**src/rtl/breakpoint_envelope_interpolator_unit_defines.svh**
```systemverilog
// Assertion macros for the breakpoint envelope interpolator.
// Used by the top level; expects clk_i and rst_ni in scope.
`ifndef BREAKPOINT_ENVELOPE_INTERPOLATOR_UNIT_DEFINES_SVH
`define BREAKPOINT_ENVELOPE_INTERPOLATOR_UNIT_DEFINES_SVH

// Clocked assertion, idle while reset is held
`define BEI_ASSERT(label, prop, msg) \
  label: assert property (@(posedge clk_i) disable iff (!rst_ni) prop) \
    else $error(msg);

// Condition that must never be true outside reset
`define BEI_ASSERT_NEVER(label, cond, msg) \
  `BEI_ASSERT(label, !(cond), msg)

`endif

```
**src/rtl/bei_pkg.sv**
```systemverilog
// Shared constants, codes and control structs of the breakpoint interpolator.
// No dependencies; imported by the interfaces, controller, datapath, top level and bench.
package bei_pkg;

  localparam int MAX_POINTS = 64;
  localparam int IDX_W      = $clog2(MAX_POINTS);
  localparam int ADDR_W     = IDX_W + 1;
  localparam int CNT_W      = 7;
  localparam int BAR_W      = 16;
  localparam int LVL_W      = 17;
  localparam int STEP_W     = 5;
  localparam int CODE_W     = 3;
  localparam int ENTRY_W    = BAR_W + LVL_W;
  localparam int PROG_W     = BAR_W + STEP_W;
  localparam int REM_W      = PROG_W + 1;
  localparam int PROD_W     = LVL_W + PROG_W;
  localparam int DCNT_W     = $clog2(PROD_W);

  localparam logic [LVL_W-1:0]  LEVEL_ONE = LVL_W'(65536);
  localparam logic [ADDR_W-1:0] MAX_ADDR  = ADDR_W'(MAX_POINTS);
  localparam logic [DCNT_W-1:0] DIV_LAST  = DCNT_W'(PROD_W - 1);

  localparam logic REQ_WRITE = 1'b0;
  localparam logic REQ_QUERY = 1'b1;

  localparam logic [CODE_W-1:0] CASE_EMPTY  = 3'd0;
  localparam logic [CODE_W-1:0] CASE_BEFORE = 3'd1;
  localparam logic [CODE_W-1:0] CASE_AFTER  = 3'd2;
  localparam logic [CODE_W-1:0] CASE_SAME   = 3'd3;
  localparam logic [CODE_W-1:0] CASE_INTERP = 3'd4;

  typedef struct packed {
    logic in_ready;
    logic ram_we;
    logic start;
    logic scan;
    logic mul;
    logic div;
    logic out_load;
  } bei_cmd_t;

  typedef struct packed {
    logic scan_done;
    logic need_interp;
    logic div_done;
    logic out_valid;
  } bei_sts_t;

endpackage

```
**src/rtl/bei_if.sv**
```systemverilog
// Handshake channels of the breakpoint interpolator: request, result, config.
// Depends on bei_pkg for field widths.
interface bei_in_if import bei_pkg::*; ();
  logic               valid;
  logic               ready;
  logic               req_type;
  logic [IDX_W-1:0]   entry_index;
  logic [BAR_W-1:0]   entry_bar;
  logic [LVL_W-1:0]   entry_value;
  logic [BAR_W-1:0]   beat;
  logic [STEP_W-1:0]  step;

  modport source(output valid, req_type, entry_index, entry_bar, entry_value, beat, step,
                 input ready);
  modport sink(input valid, req_type, entry_index, entry_bar, entry_value, beat, step,
               output ready);
endinterface

interface bei_out_if import bei_pkg::*; ();
  logic              valid;
  logic              ready;
  logic [LVL_W-1:0]  level;
  logic [CODE_W-1:0] case_code;

  modport source(output valid, level, case_code, input ready);
  modport sink(input valid, level, case_code, output ready);
endinterface

interface bei_cfg_if import bei_pkg::*; ();
  logic             valid;
  logic             ready;
  logic [CNT_W-1:0] data;

  modport source(output valid, data, input ready);
  modport sink(input valid, data, output ready);
endinterface

```
**src/rtl/bei_ram.sv**
```systemverilog
// Generic single-write, single-read RAM with registered read data.
// No dependencies.
module bei_ram #(
  parameter int WIDTH = 8,
  parameter int DEPTH = 16
) (
  input  logic                     clk_i,
  input  logic                     we_i,
  input  logic [$clog2(DEPTH)-1:0] waddr_i,
  input  logic [WIDTH-1:0]         wdata_i,
  input  logic [$clog2(DEPTH)-1:0] raddr_i,
  output logic [WIDTH-1:0]         rdata_o
);

  logic [WIDTH-1:0] mem_q [DEPTH];
  logic [WIDTH-1:0] rdata_q;

  // write port
  always_ff @(posedge clk_i) begin
    if (we_i) begin
      mem_q[waddr_i] <= wdata_i;
    end
  end

  // registered read port
  always_ff @(posedge clk_i) begin
    rdata_q <= mem_q[raddr_i];
  end

  assign rdata_o = rdata_q;

endmodule

```
**src/rtl/bei_ctrl.sv**
```systemverilog
// Sequencer of the breakpoint interpolator: accept, scan, multiply, divide, emit.
// Depends on bei_pkg for the command and status structs.
module bei_ctrl import bei_pkg::*; (
  input  logic     clk_i,
  input  logic     rst_ni,
  input  logic     in_valid_i,
  input  logic     in_req_type_i,
  input  logic     out_ready_i,
  input  bei_sts_t sts_i,
  output bei_cmd_t cmd_o
);

  localparam logic [2:0] ST_IDLE = 3'd0;
  localparam logic [2:0] ST_SCAN = 3'd1;
  localparam logic [2:0] ST_MUL  = 3'd2;
  localparam logic [2:0] ST_DIV  = 3'd3;
  localparam logic [2:0] ST_FIN  = 3'd4;

  logic [2:0] state_q, state_d;

  // next state and commands
  always_comb begin
    state_d = state_q;
    cmd_o   = '0;
    unique case (state_q)
      ST_IDLE: begin
        cmd_o.in_ready = 1'b1;
        if (in_valid_i) begin
          if (in_req_type_i == REQ_QUERY) begin
            cmd_o.start = 1'b1;
            state_d     = ST_SCAN;
          end else begin
            cmd_o.ram_we = 1'b1;
          end
        end
      end
      ST_SCAN: begin
        cmd_o.scan = 1'b1;
        if (sts_i.scan_done) begin
          state_d = sts_i.need_interp ? ST_MUL : ST_FIN;
        end
      end
      ST_MUL: begin
        cmd_o.mul = 1'b1;
        state_d   = ST_DIV;
      end
      ST_DIV: begin
        cmd_o.div = 1'b1;
        if (sts_i.div_done) begin
          state_d = ST_FIN;
        end
      end
      ST_FIN: begin
        // hold until the output register is free
        if (!sts_i.out_valid || out_ready_i) begin
          cmd_o.out_load = 1'b1;
          state_d        = ST_IDLE;
        end
      end
      default: begin
        state_d = ST_IDLE;
      end
    endcase
  end

  always_ff @(posedge clk_i or negedge rst_ni) begin
    if (!rst_ni) begin
      state_q <= ST_IDLE;
    end else begin
      state_q <= state_d;
    end
  end

endmodule

```
**src/rtl/bei_dp.sv**
```systemverilog
// Datapath: breakpoint table, search registers, multiplier, serial divider, output.
// Depends on bei_pkg and bei_ram.
module bei_dp import bei_pkg::*; (
  input  logic              clk_i,
  input  logic              rst_ni,
  input  bei_cmd_t          cmd_i,
  output bei_sts_t          sts_o,
  input  logic              cfg_we_i,
  input  logic [CNT_W-1:0]  cfg_data_i,
  input  logic [IDX_W-1:0]  entry_index_i,
  input  logic [BAR_W-1:0]  entry_bar_i,
  input  logic [LVL_W-1:0]  entry_value_i,
  input  logic [BAR_W-1:0]  beat_i,
  input  logic [STEP_W-1:0] step_i,
  input  logic              out_ready_i,
  output logic              out_valid_o,
  output logic [LVL_W-1:0]  level_o,
  output logic [CODE_W-1:0] case_code_o
);

  logic [CNT_W-1:0]  count_q;
  logic [BAR_W-1:0]  beat_q;
  logic [STEP_W-1:0] step_q;
  logic [ADDR_W-1:0] addr_q;
  logic              rvalid_q;
  logic              have_prev_q, have_next_q;
  logic [BAR_W-1:0]  prev_bar_q, next_bar_q;
  logic [LVL_W-1:0]  prev_lvl_q, next_lvl_q;
  logic [PROD_W-1:0] dq_q;
  logic [REM_W-1:0]  rem_q;
  logic [DCNT_W-1:0] dcnt_q;
  logic              out_valid_q;
  logic [LVL_W-1:0]  level_q;
  logic [CODE_W-1:0] code_q;

  logic [LVL_W-1:0]   wr_lvl;
  logic [ENTRY_W-1:0] rdata;
  logic [BAR_W-1:0]   rd_bar;
  logic [LVL_W-1:0]   rd_lvl;
  logic [ADDR_W-1:0]  n_lim;
  logic               rd_more;
  logic [CODE_W-1:0]  code_c;
  logic               rise;
  logic [LVL_W-1:0]   mag;
  logic [PROG_W-1:0]  prog;
  logic [PROG_W-1:0]  span;
  logic [PROD_W-1:0]  prod;
  logic [REM_W-1:0]   rem_sh;
  logic               fits;
  logic [LVL_W-1:0]   headroom;
  logic [LVL_W-1:0]   interp_lvl;
  logic [LVL_W-1:0]   level_c;

  // clamp the stored level to one
  assign wr_lvl = (entry_value_i > LEVEL_ONE) ? LEVEL_ONE : entry_value_i;

  bei_ram #(
    .WIDTH(ENTRY_W),
    .DEPTH(MAX_POINTS)
  ) u_table (
    .clk_i  (clk_i),
    .we_i   (cmd_i.ram_we && ({1'b0, entry_index_i} < MAX_ADDR)),
    .waddr_i(entry_index_i),
    .wdata_i({entry_bar_i, wr_lvl}),
    .raddr_i(addr_q[IDX_W-1:0]),
    .rdata_o(rdata)
  );

  assign rd_bar = rdata[ENTRY_W-1:LVL_W];
  assign rd_lvl = rdata[LVL_W-1:0];

  // searched entries: the count register, limited to the table size
  assign n_lim   = (ADDR_W'(count_q) > MAX_ADDR) ? MAX_ADDR : ADDR_W'(count_q);
  assign rd_more = addr_q < n_lim;

  // classify from the search flags
  always_comb begin
    if (!have_prev_q && !have_next_q) begin
      code_c = CASE_EMPTY;
    end else if (!have_prev_q) begin
      code_c = CASE_BEFORE;
    end else if (!have_next_q) begin
      code_c = CASE_AFTER;
    end else if (next_bar_q == prev_bar_q) begin
      code_c = CASE_SAME;
    end else begin
      code_c = CASE_INTERP;
    end
  end

  // interpolation operands, positions in thirty-seconds of a beat
  assign rise = next_lvl_q >= prev_lvl_q;
  assign mag  = rise ? (next_lvl_q - prev_lvl_q) : (prev_lvl_q - next_lvl_q);
  assign prog = {beat_q - prev_bar_q, step_q};
  assign span = {next_bar_q - prev_bar_q, {STEP_W{1'b0}}};
  assign prod = PROD_W'(mag) * PROD_W'(prog);

  // one restoring divide step
  assign rem_sh = {rem_q[REM_W-2:0], dq_q[PROD_W-1]};
  assign fits   = rem_sh >= {1'b0, span};

  // apply the quotient and clamp to the level range
  assign headroom = LEVEL_ONE - prev_lvl_q;
  always_comb begin
    if (rise) begin
      interp_lvl = (dq_q > PROD_W'(headroom)) ? LEVEL_ONE
                                              : prev_lvl_q + dq_q[LVL_W-1:0];
    end else begin
      interp_lvl = (dq_q > PROD_W'(prev_lvl_q)) ? '0
                                                : prev_lvl_q - dq_q[LVL_W-1:0];
    end
  end

  always_comb begin
    case (code_c) inside
      CASE_EMPTY:              level_c = '0;
      CASE_AFTER:              level_c = prev_lvl_q;
      CASE_BEFORE, CASE_SAME:  level_c = next_lvl_q;
      default:                 level_c = interp_lvl;
    endcase
  end

  // configuration register
  always_ff @(posedge clk_i or negedge rst_ni) begin
    if (!rst_ni) begin
      count_q <= '0;
    end else if (cfg_we_i) begin
      count_q <= cfg_data_i;
    end
  end

  // scan control: address counter, read-valid flag and neighbor-found flags
  always_ff @(posedge clk_i or negedge rst_ni) begin
    if (!rst_ni) begin
      addr_q      <= '0;
      rvalid_q    <= 1'b0;
      have_prev_q <= 1'b0;
      have_next_q <= 1'b0;
    end else if (cmd_i.start) begin
      addr_q      <= '0;
      rvalid_q    <= 1'b0;
      have_prev_q <= 1'b0;
      have_next_q <= 1'b0;
    end else begin
      rvalid_q <= cmd_i.scan && rd_more;
      if (cmd_i.scan && rd_more) begin
        addr_q <= addr_q + 1'b1;
      end
      if (rvalid_q && rd_bar <= beat_q) begin
        have_prev_q <= 1'b1;
      end
      if (rvalid_q && !have_next_q && rd_bar >= beat_q) begin
        have_next_q <= 1'b1;
      end
    end
  end

  // query position and the neighbors found so far
  always_ff @(posedge clk_i) begin
    if (cmd_i.start) begin
      beat_q <= beat_i;
      step_q <= step_i;
    end
    if (rvalid_q && rd_bar <= beat_q) begin
      prev_bar_q <= rd_bar;
      prev_lvl_q <= rd_lvl;
    end
    if (rvalid_q && !have_next_q && rd_bar >= beat_q) begin
      next_bar_q <= rd_bar;
      next_lvl_q <= rd_lvl;
    end
  end

  // product, then quotient shifted in over the dividend
  always_ff @(posedge clk_i) begin
    if (cmd_i.mul) begin
      dq_q  <= prod;
      rem_q <= '0;
    end else if (cmd_i.div) begin
      rem_q <= fits ? (rem_sh - {1'b0, span}) : rem_sh;
      dq_q  <= {dq_q[PROD_W-2:0], fits};
    end
  end

  always_ff @(posedge clk_i or negedge rst_ni) begin
    if (!rst_ni) begin
      dcnt_q <= '0;
    end else if (cmd_i.mul) begin
      dcnt_q <= '0;
    end else if (cmd_i.div) begin
      dcnt_q <= dcnt_q + 1'b1;
    end
  end

  // output register
  always_ff @(posedge clk_i or negedge rst_ni) begin
    if (!rst_ni) begin
      out_valid_q <= 1'b0;
    end else if (cmd_i.out_load) begin
      out_valid_q <= 1'b1;
    end else if (out_ready_i) begin
      out_valid_q <= 1'b0;
    end
  end

  always_ff @(posedge clk_i) begin
    if (cmd_i.out_load) begin
      level_q <= level_c;
      code_q  <= code_c;
    end
  end

  assign sts_o.scan_done   = !rd_more && !rvalid_q;
  assign sts_o.need_interp = code_c == CASE_INTERP;
  assign sts_o.div_done    = dcnt_q == DIV_LAST;
  assign sts_o.out_valid   = out_valid_q;

  assign out_valid_o = out_valid_q;
  assign level_o     = level_q;
  assign case_code_o = code_q;

endmodule

```
**src/rtl/breakpoint_envelope_interpolator_unit.sv**
```systemverilog
// Write word: gives no result; the next word is taken the cycle after.
// Query word: the scan makes one table read per cycle over the n searched entries (at most
// 64); an interpolated result then takes a multiply and a 38-step divider. One query at
// a time; a finished result waits in the output register while words are taken, and a
// later query holds until it leaves.
// Reset (rst_ni low, asynchronous) clears control and the entry count; table stays undefined.
`include "breakpoint_envelope_interpolator_unit_defines.svh"

module breakpoint_envelope_interpolator_unit import bei_pkg::*; (
  input  logic  clk_i,
  input  logic  rst_ni,
  bei_in_if.sink     in_i,
  bei_out_if.source  out_o,
  bei_cfg_if.sink    cfg_i
);

  bei_cmd_t cmd;
  bei_sts_t sts;
  logic     query_fire;
  logic     out_stall;

  // config writes are always taken
  assign cfg_i.ready = 1'b1;
  assign in_i.ready  = cmd.in_ready;

  bei_ctrl u_ctrl (
    .clk_i        (clk_i),
    .rst_ni       (rst_ni),
    .in_valid_i   (in_i.valid),
    .in_req_type_i(in_i.req_type),
    .out_ready_i  (out_o.ready),
    .sts_i        (sts),
    .cmd_o        (cmd)
  );

  bei_dp u_dp (
    .clk_i        (clk_i),
    .rst_ni       (rst_ni),
    .cmd_i        (cmd),
    .sts_o        (sts),
    .cfg_we_i     (cfg_i.valid),
    .cfg_data_i   (cfg_i.data),
    .entry_index_i(in_i.entry_index),
    .entry_bar_i  (in_i.entry_bar),
    .entry_value_i(in_i.entry_value),
    .beat_i       (in_i.beat),
    .step_i       (in_i.step),
    .out_ready_i  (out_o.ready),
    .out_valid_o  (out_o.valid),
    .level_o      (out_o.level),
    .case_code_o  (out_o.case_code)
  );

  // handshake terms for the checks
  assign query_fire = in_i.valid && in_i.ready && (in_i.req_type == REQ_QUERY);
  assign out_stall  = out_o.valid && !out_o.ready;

  // a result never overwrites one still waiting
  `BEI_ASSERT_NEVER(a_no_overwrite, cmd.out_load && out_stall, "result overwritten")
  // an accepted query makes the block busy
  `BEI_ASSERT(a_query_busy, query_fire |=> !in_i.ready, "input taken while busy")
  // results stay within one
  `BEI_ASSERT(a_level_range, out_o.valid |-> out_o.level <= LEVEL_ONE, "level above one")
  // divider runs only on an interpolated case
  `BEI_ASSERT(a_div_interp, cmd.div |-> sts.need_interp, "divide without interpolation")

endmodule

```
**src/flat_wrapper.sv**
```systemverilog
// flat-port wrapper written by rule: the top's interface ports become plain ports
module breakpoint_envelope_interpolator_unit_flat import bei_pkg::*;
  (clk_i, rst_ni, in_i_valid, in_i_req_type, in_i_entry_index, in_i_entry_bar, in_i_entry_value, in_i_beat, in_i_step, in_i_ready, out_o_valid, out_o_level, out_o_case_code, out_o_ready, cfg_i_valid, cfg_i_data, cfg_i_ready);
  bei_in_if in_i_i ();
  bei_out_if out_o_i ();
  bei_cfg_if cfg_i_i ();
  input  logic clk_i;
  input  logic rst_ni;
  input wire logic [$bits(in_i_i.valid)-1:0] in_i_valid;
  input wire logic [$bits(in_i_i.req_type)-1:0] in_i_req_type;
  input wire logic [$bits(in_i_i.entry_index)-1:0] in_i_entry_index;
  input wire logic [$bits(in_i_i.entry_bar)-1:0] in_i_entry_bar;
  input wire logic [$bits(in_i_i.entry_value)-1:0] in_i_entry_value;
  input wire logic [$bits(in_i_i.beat)-1:0] in_i_beat;
  input wire logic [$bits(in_i_i.step)-1:0] in_i_step;
  output wire logic [$bits(in_i_i.ready)-1:0] in_i_ready;
  output wire logic [$bits(out_o_i.valid)-1:0] out_o_valid;
  output wire logic [$bits(out_o_i.level)-1:0] out_o_level;
  output wire logic [$bits(out_o_i.case_code)-1:0] out_o_case_code;
  input wire logic [$bits(out_o_i.ready)-1:0] out_o_ready;
  input wire logic [$bits(cfg_i_i.valid)-1:0] cfg_i_valid;
  input wire logic [$bits(cfg_i_i.data)-1:0] cfg_i_data;
  output wire logic [$bits(cfg_i_i.ready)-1:0] cfg_i_ready;
  assign in_i_i.valid = in_i_valid;
  assign in_i_i.req_type = in_i_req_type;
  assign in_i_i.entry_index = in_i_entry_index;
  assign in_i_i.entry_bar = in_i_entry_bar;
  assign in_i_i.entry_value = in_i_entry_value;
  assign in_i_i.beat = in_i_beat;
  assign in_i_i.step = in_i_step;
  assign in_i_ready = in_i_i.ready;
  assign out_o_valid = out_o_i.valid;
  assign out_o_level = out_o_i.level;
  assign out_o_case_code = out_o_i.case_code;
  assign out_o_i.ready = out_o_ready;
  assign cfg_i_i.valid = cfg_i_valid;
  assign cfg_i_i.data = cfg_i_data;
  assign cfg_i_ready = cfg_i_i.ready;
  breakpoint_envelope_interpolator_unit u_core (.clk_i(clk_i), .rst_ni(rst_ni), .in_i(in_i_i), .out_o(out_o_i), .cfg_i(cfg_i_i));
endmodule
```
**config.mk**
```make
export PLATFORM = sky130hd
export DESIGN_NAME = breakpoint_envelope_interpolator_unit_flat
export DESIGN_NICKNAME = d
export VERILOG_FILES = /design/src/rtl/bei_pkg.sv /design/src/rtl/bei_if.sv /design/src/rtl/bei_ram.sv /design/src/rtl/bei_ctrl.sv /design/src/rtl/bei_dp.sv /design/src/rtl/breakpoint_envelope_interpolator_unit.sv /design/src/flat_wrapper.sv
export VERILOG_INCLUDE_DIRS = /design/src /design/src/rtl
export SDC_FILE = /design/constraint.sdc
export NUM_CORES = 2
export LEC_CHECK = 0
export ABC_AREA = 1
export BUFFER_PORTS_ARGS = -buffer_cell sky130_fd_sc_hd__buf_2
export CORE_ASPECT_RATIO = 1.4
export CORE_MARGIN = 2
export CORE_UTILIZATION = 25
export CTS_CLUSTER_DIAMETER = 60
export CTS_CLUSTER_SIZE = 25
export DETAILED_ROUTE_END_ITERATION = 10
export GPL_ROUTABILITY_DRIVEN = 0
export PLACE_DENSITY = 0.49
export SETUP_SLACK_MARGIN = 0.1
export SLEW_MARGIN = 25
export SYNTH_ARGS = -nofsm -noshare
export SYNTH_HDL_FRONTEND = slang
export SYNTH_SLANG_ARGS = --single-unit
```
**constraint.sdc**
```tcl
create_clock -name clk_i -period 19.5 [get_ports clk_i]
set_input_delay 1.95 -clock clk_i [delete_from_list [all_inputs] [get_ports clk_i]]
set_output_delay 1.95 -clock clk_i [all_outputs]
set_load 0.02 [all_outputs]
```
==> key figures <==
Synthesis
  • Synth Warn #: 0
  • Yosys top cell area share: between 60% and 70%
  • Cell Area, Synth: between 100000 and 150000 sq um
  • Post-Synthesis Cells: about 9500
  • Yosys reg bits: about 2300
  • Yosys top cell by area: edfxtp_1
  • Syn nets: 10200
  • Sequential share of the synthesized area: 63.0%
  • Primary FF master, synth: edfxtp_1
  • Synth async-reset ratio: under 10%
  • EDFF count, synth: 2257
  • Synth unique cells: 62
  • Mean post-synth cell area: 11.6 sq um
  • Ranking of synthesized cells by area: edfxtp_1 (61%), o21ai_0 (5.4%), fa_1 (5.3%), nor2_1 (5.2%), ha_1 (3.2%)

Final layout
  • Layout fillers: 45200
  • Area grow syn2layout: 12.5%
  • Most frequent cells in the layout: edfxtp_1 (2257), nor2_1 (1458), o21ai_0 (1186)
  • Final net count: ~10000
  • Commonest non-fill, non-tap cell in the layout: edfxtp_1
  • Layout cell share with drive strength beyond 1: 7.98%

Critical path
  • Critical Path AT: 9.33 ns
  • Worst Setup SP: u_core.u_dp.prev_lvl_q[1]$_DFFE_PP_
  • Critical Path Fanout Max: 24
  • FF-to-FF path depth: 30
  • Crit Reg-Reg Startpoint: u_core.u_dp.prev_lvl_q[1]$_DFFE_PP_
  • Slowest stage delay, CP: 0.72 ns
  • Crit path kind: reg -> reg
  • Crit path required time: 20.10 ns
  • Worst path most repeated cell: fa_1
  • Setup crit end kind: register
  • Crit start category: register
  • Max stage delay cell, worst path: nor2_4
  • Reg2Reg Setup Slack: between 10 and 15 ns
  • Reg-to-Reg End: u_core.u_dp.dq_q[22]$_DFFE_PP_

STA
  • Crit path time final: 8.73 ns
  • Period utilization: between 40% and 50%
  • Slew @ Worst Pin: approximately 1.1 ns
  • Fin. Hold Viols: 0
  • Slew Limit Fails: 0
  • Fmax: between 100 and 150 MHz
  • Skew final: 0.0877 ns
  • Final setup fails: 0
  • Final setup TNS: 0 ns
  • RSZ-0062 raised after global routing: false
  • Final hold slack: ~0.45 ns
  • Relative slew margins: between 20 and 25%

Detailed routing
  • DRC viols: 0
  • Post-Route WL: ~340000 um
  • First drt pass iteration count: 6
  • Post-route ant nets: 0
  • Drt initial violations: approximately 6100
  • Via count: 73100
  • Vias per cell: roughly 4.8
  • Routed WL per cell: 22.0 um

Min path
  • Hold Crit Depth: 0
  • Hold Crit Class: reg -> reg
  • HP Start: u_core.u_dp.u_table.rdata_o[1]$_DFF_P_
  • Hold Path Sink: u_core.u_dp.prev_lvl_q[1]$_DFFE_PP_

Clock network
  • Root Driver: clkbuf_16
  • CTS tree: built
  • Buffers inserted by post-CTS timing repair: 0
  • Cts hold-fix bufs: 0
  • Worst skew pair latency: approximately 0.94 ns
  • Post_cts resized: 0
  • Clock Pin Slew Worst Setup and Hold Paths: around 0.080 ns
  • Cts bufs inserted: roughly 180
  • Max H-tree Level: 4
  • CTS Buffer Depth: 4
  • Clk sinks: 2338

Global route
  • Initial antenna violation count: 19
  • Global-route usage over all layers: 14.7%
  • Largest net degree at the start of global routing: between 150 and 200
  • Total gr overflow: 0
  • Vias in the first global route: around 72000
  • First-pass GRT wire length: 494000 um

Place
  • PortBufs: 94
  • Dpl hpwl: slightly above 200000 um

Floorplan
  • Starting density of the core: about a quarter
  • Core area: ~440000 sq um
  • Die width: approximately 570 um
  • IO Pins: 96
  • Die Ht: just under 800 um
  • # rows: 288
  • Die area: ~450000 sq um

Run status
  • Run status: complete, no violations

Flow run
  • Max-cap violations: 0
==> state kept, by name, indices dropped and copies added (netlist names), 3 cells and up <==
register	cells
u_core.u_dp.u_table.rdata_o	33
u_core.u_dp.next_lvl_q	17
u_core.u_dp.next_bar_q	16
u_core.u_dp.count_q	7
u_core.u_dp.prev_bar_q	16
u_core.u_dp.dcnt_q	6
u_core.u_dp.level_o	17
u_core.u_dp.addr_q	7
u_core.u_dp.step_q	5
u_core.u_dp.u_table.mem_q	2112
u_core.u_dp.rem_q	21
u_core.u_ctrl.state_q	3
u_core.u_dp.beat_q	16
u_core.u_dp.case_code_o	3
u_core.u_dp.prev_lvl_q	17
u_core.u_dp.dq_q	38
==> critical path: cells and delay by family, from the launching register on <==
family / cells / cell delay (ns)
flip-flops: 1 / 0.64
buffers and inverters: 5 / 0.79
adder cells (fa/ha/maj): 8 / 3.56
AND/OR/NAND/NOR: 13 / 2.66
AO/OA/AOI/OAI: 4 / 0.79
==> cells in the mapped netlist, types with 16 or more instances <==
library cell / instances
a21o_1: 19
a21oi_1: 179
buf_2: 127
buf_4: 22
clkbuf_1: 361
dfrtp_1: 27
dfxtp_1: 54
edfxtp_1: 2257
fa_1: 291
ha_1: 282
inv_1: 736
nand2_1: 907
nand2_2: 21
nand3_1: 401
nand4_1: 22
nor2_1: 1541
nor3_1: 28
o211ai_1: 313
o21ai_0: 1186
o221ai_1: 220
o22ai_1: 236
or2_2: 16
xnor2_1: 25
xor2_1: 76
==> area by class of cell <==
cell class	instances	area [sq um]	share of cell area, %
Multi-Input combinational cell	5878	36200	29.2
Inverter	760	2890	2.33
Antenna cell	4	10.0	0.00806
Clock inverter	136	1660	1.34
Timing Repair Buffer	263	1860	1.50
Tap cell	5800	7260	5.85
Clock buffer	192	4640	3.74
Sequential cell	2338	69500	56.0
==> layer usage <==
layer  global-route usage [%]  up-vias  wire length (um)
li1                         -    33600                 -
met1                     18.6    37100            141000
met4                     4.37       14             10200
met2                     26.3     1880            172000
met5                        0        -                91
met3                     1.62      495             15500
==> per-stage QoR <==
| stage | utilization, % | cells | cell area [sq um] | setup slack, ns |
|---|---|---|---|---|
| after global routing | 28.2 | 15400 | 124000 | 10.25 |
| after CTS | 28.2 | 15400 | 124000 | 10.77 |
| after detailed placement | 26.8 | 15000 | 118000 | 10.77 |
| after global placement | 26.8 | 15000 | 118000 | 10.82 |
| after floorplan | - | 9514 | 110000 | 12.52 |
| final | 28.2 | 15400 | 124000 | 10.77 |
==> cell families (layout without fill, tap and decap cells) <==
family | count (synthesis) | count (layout) | synth area share [%]
AO/OA/AOI/OAI | 2216 | 2216 | 12.0
XOR/XNOR | 103 | 103 | 0.831
adder cells (fa/ha/maj) | 573 | 573 | 8.47
buffers and inverters | 1298 | 1351 | 4.75
flip-flops | 2338 | 2338 | 63.0
multiplexers | 6 | 6 | 0.0612
other | 1 | 5 | 0.00340
AND/OR/NAND/NOR | 2979 | 2979 | 10.9
==> worst max-delay path by stage <==
stage | to | slack [ns] | cells after the start
floorplan | u_core.u_dp.dq_q[36]$_DFFE_PP_ | 12.52 | 36
global placement | u_core.u_dp.dq_q[21]$_DFFE_PP_ | 10.82 | 30
detailed placement | u_core.u_dp.dq_q[22]$_DFFE_PP_ | 10.77 | 30
CTS | u_core.u_dp.dq_q[21]$_DFFE_PP_ | 10.77 | 30
global route | u_core.u_dp.dq_q[30]$_DFFE_PP_ | 10.25 | 32
finish | u_core.u_dp.dq_q[22]$_DFFE_PP_ | 10.77 | 30
Power is left out: the tool's default activity adds up to more than one toggle a clock period on the data nets, which glitch-free logic cannot reach.
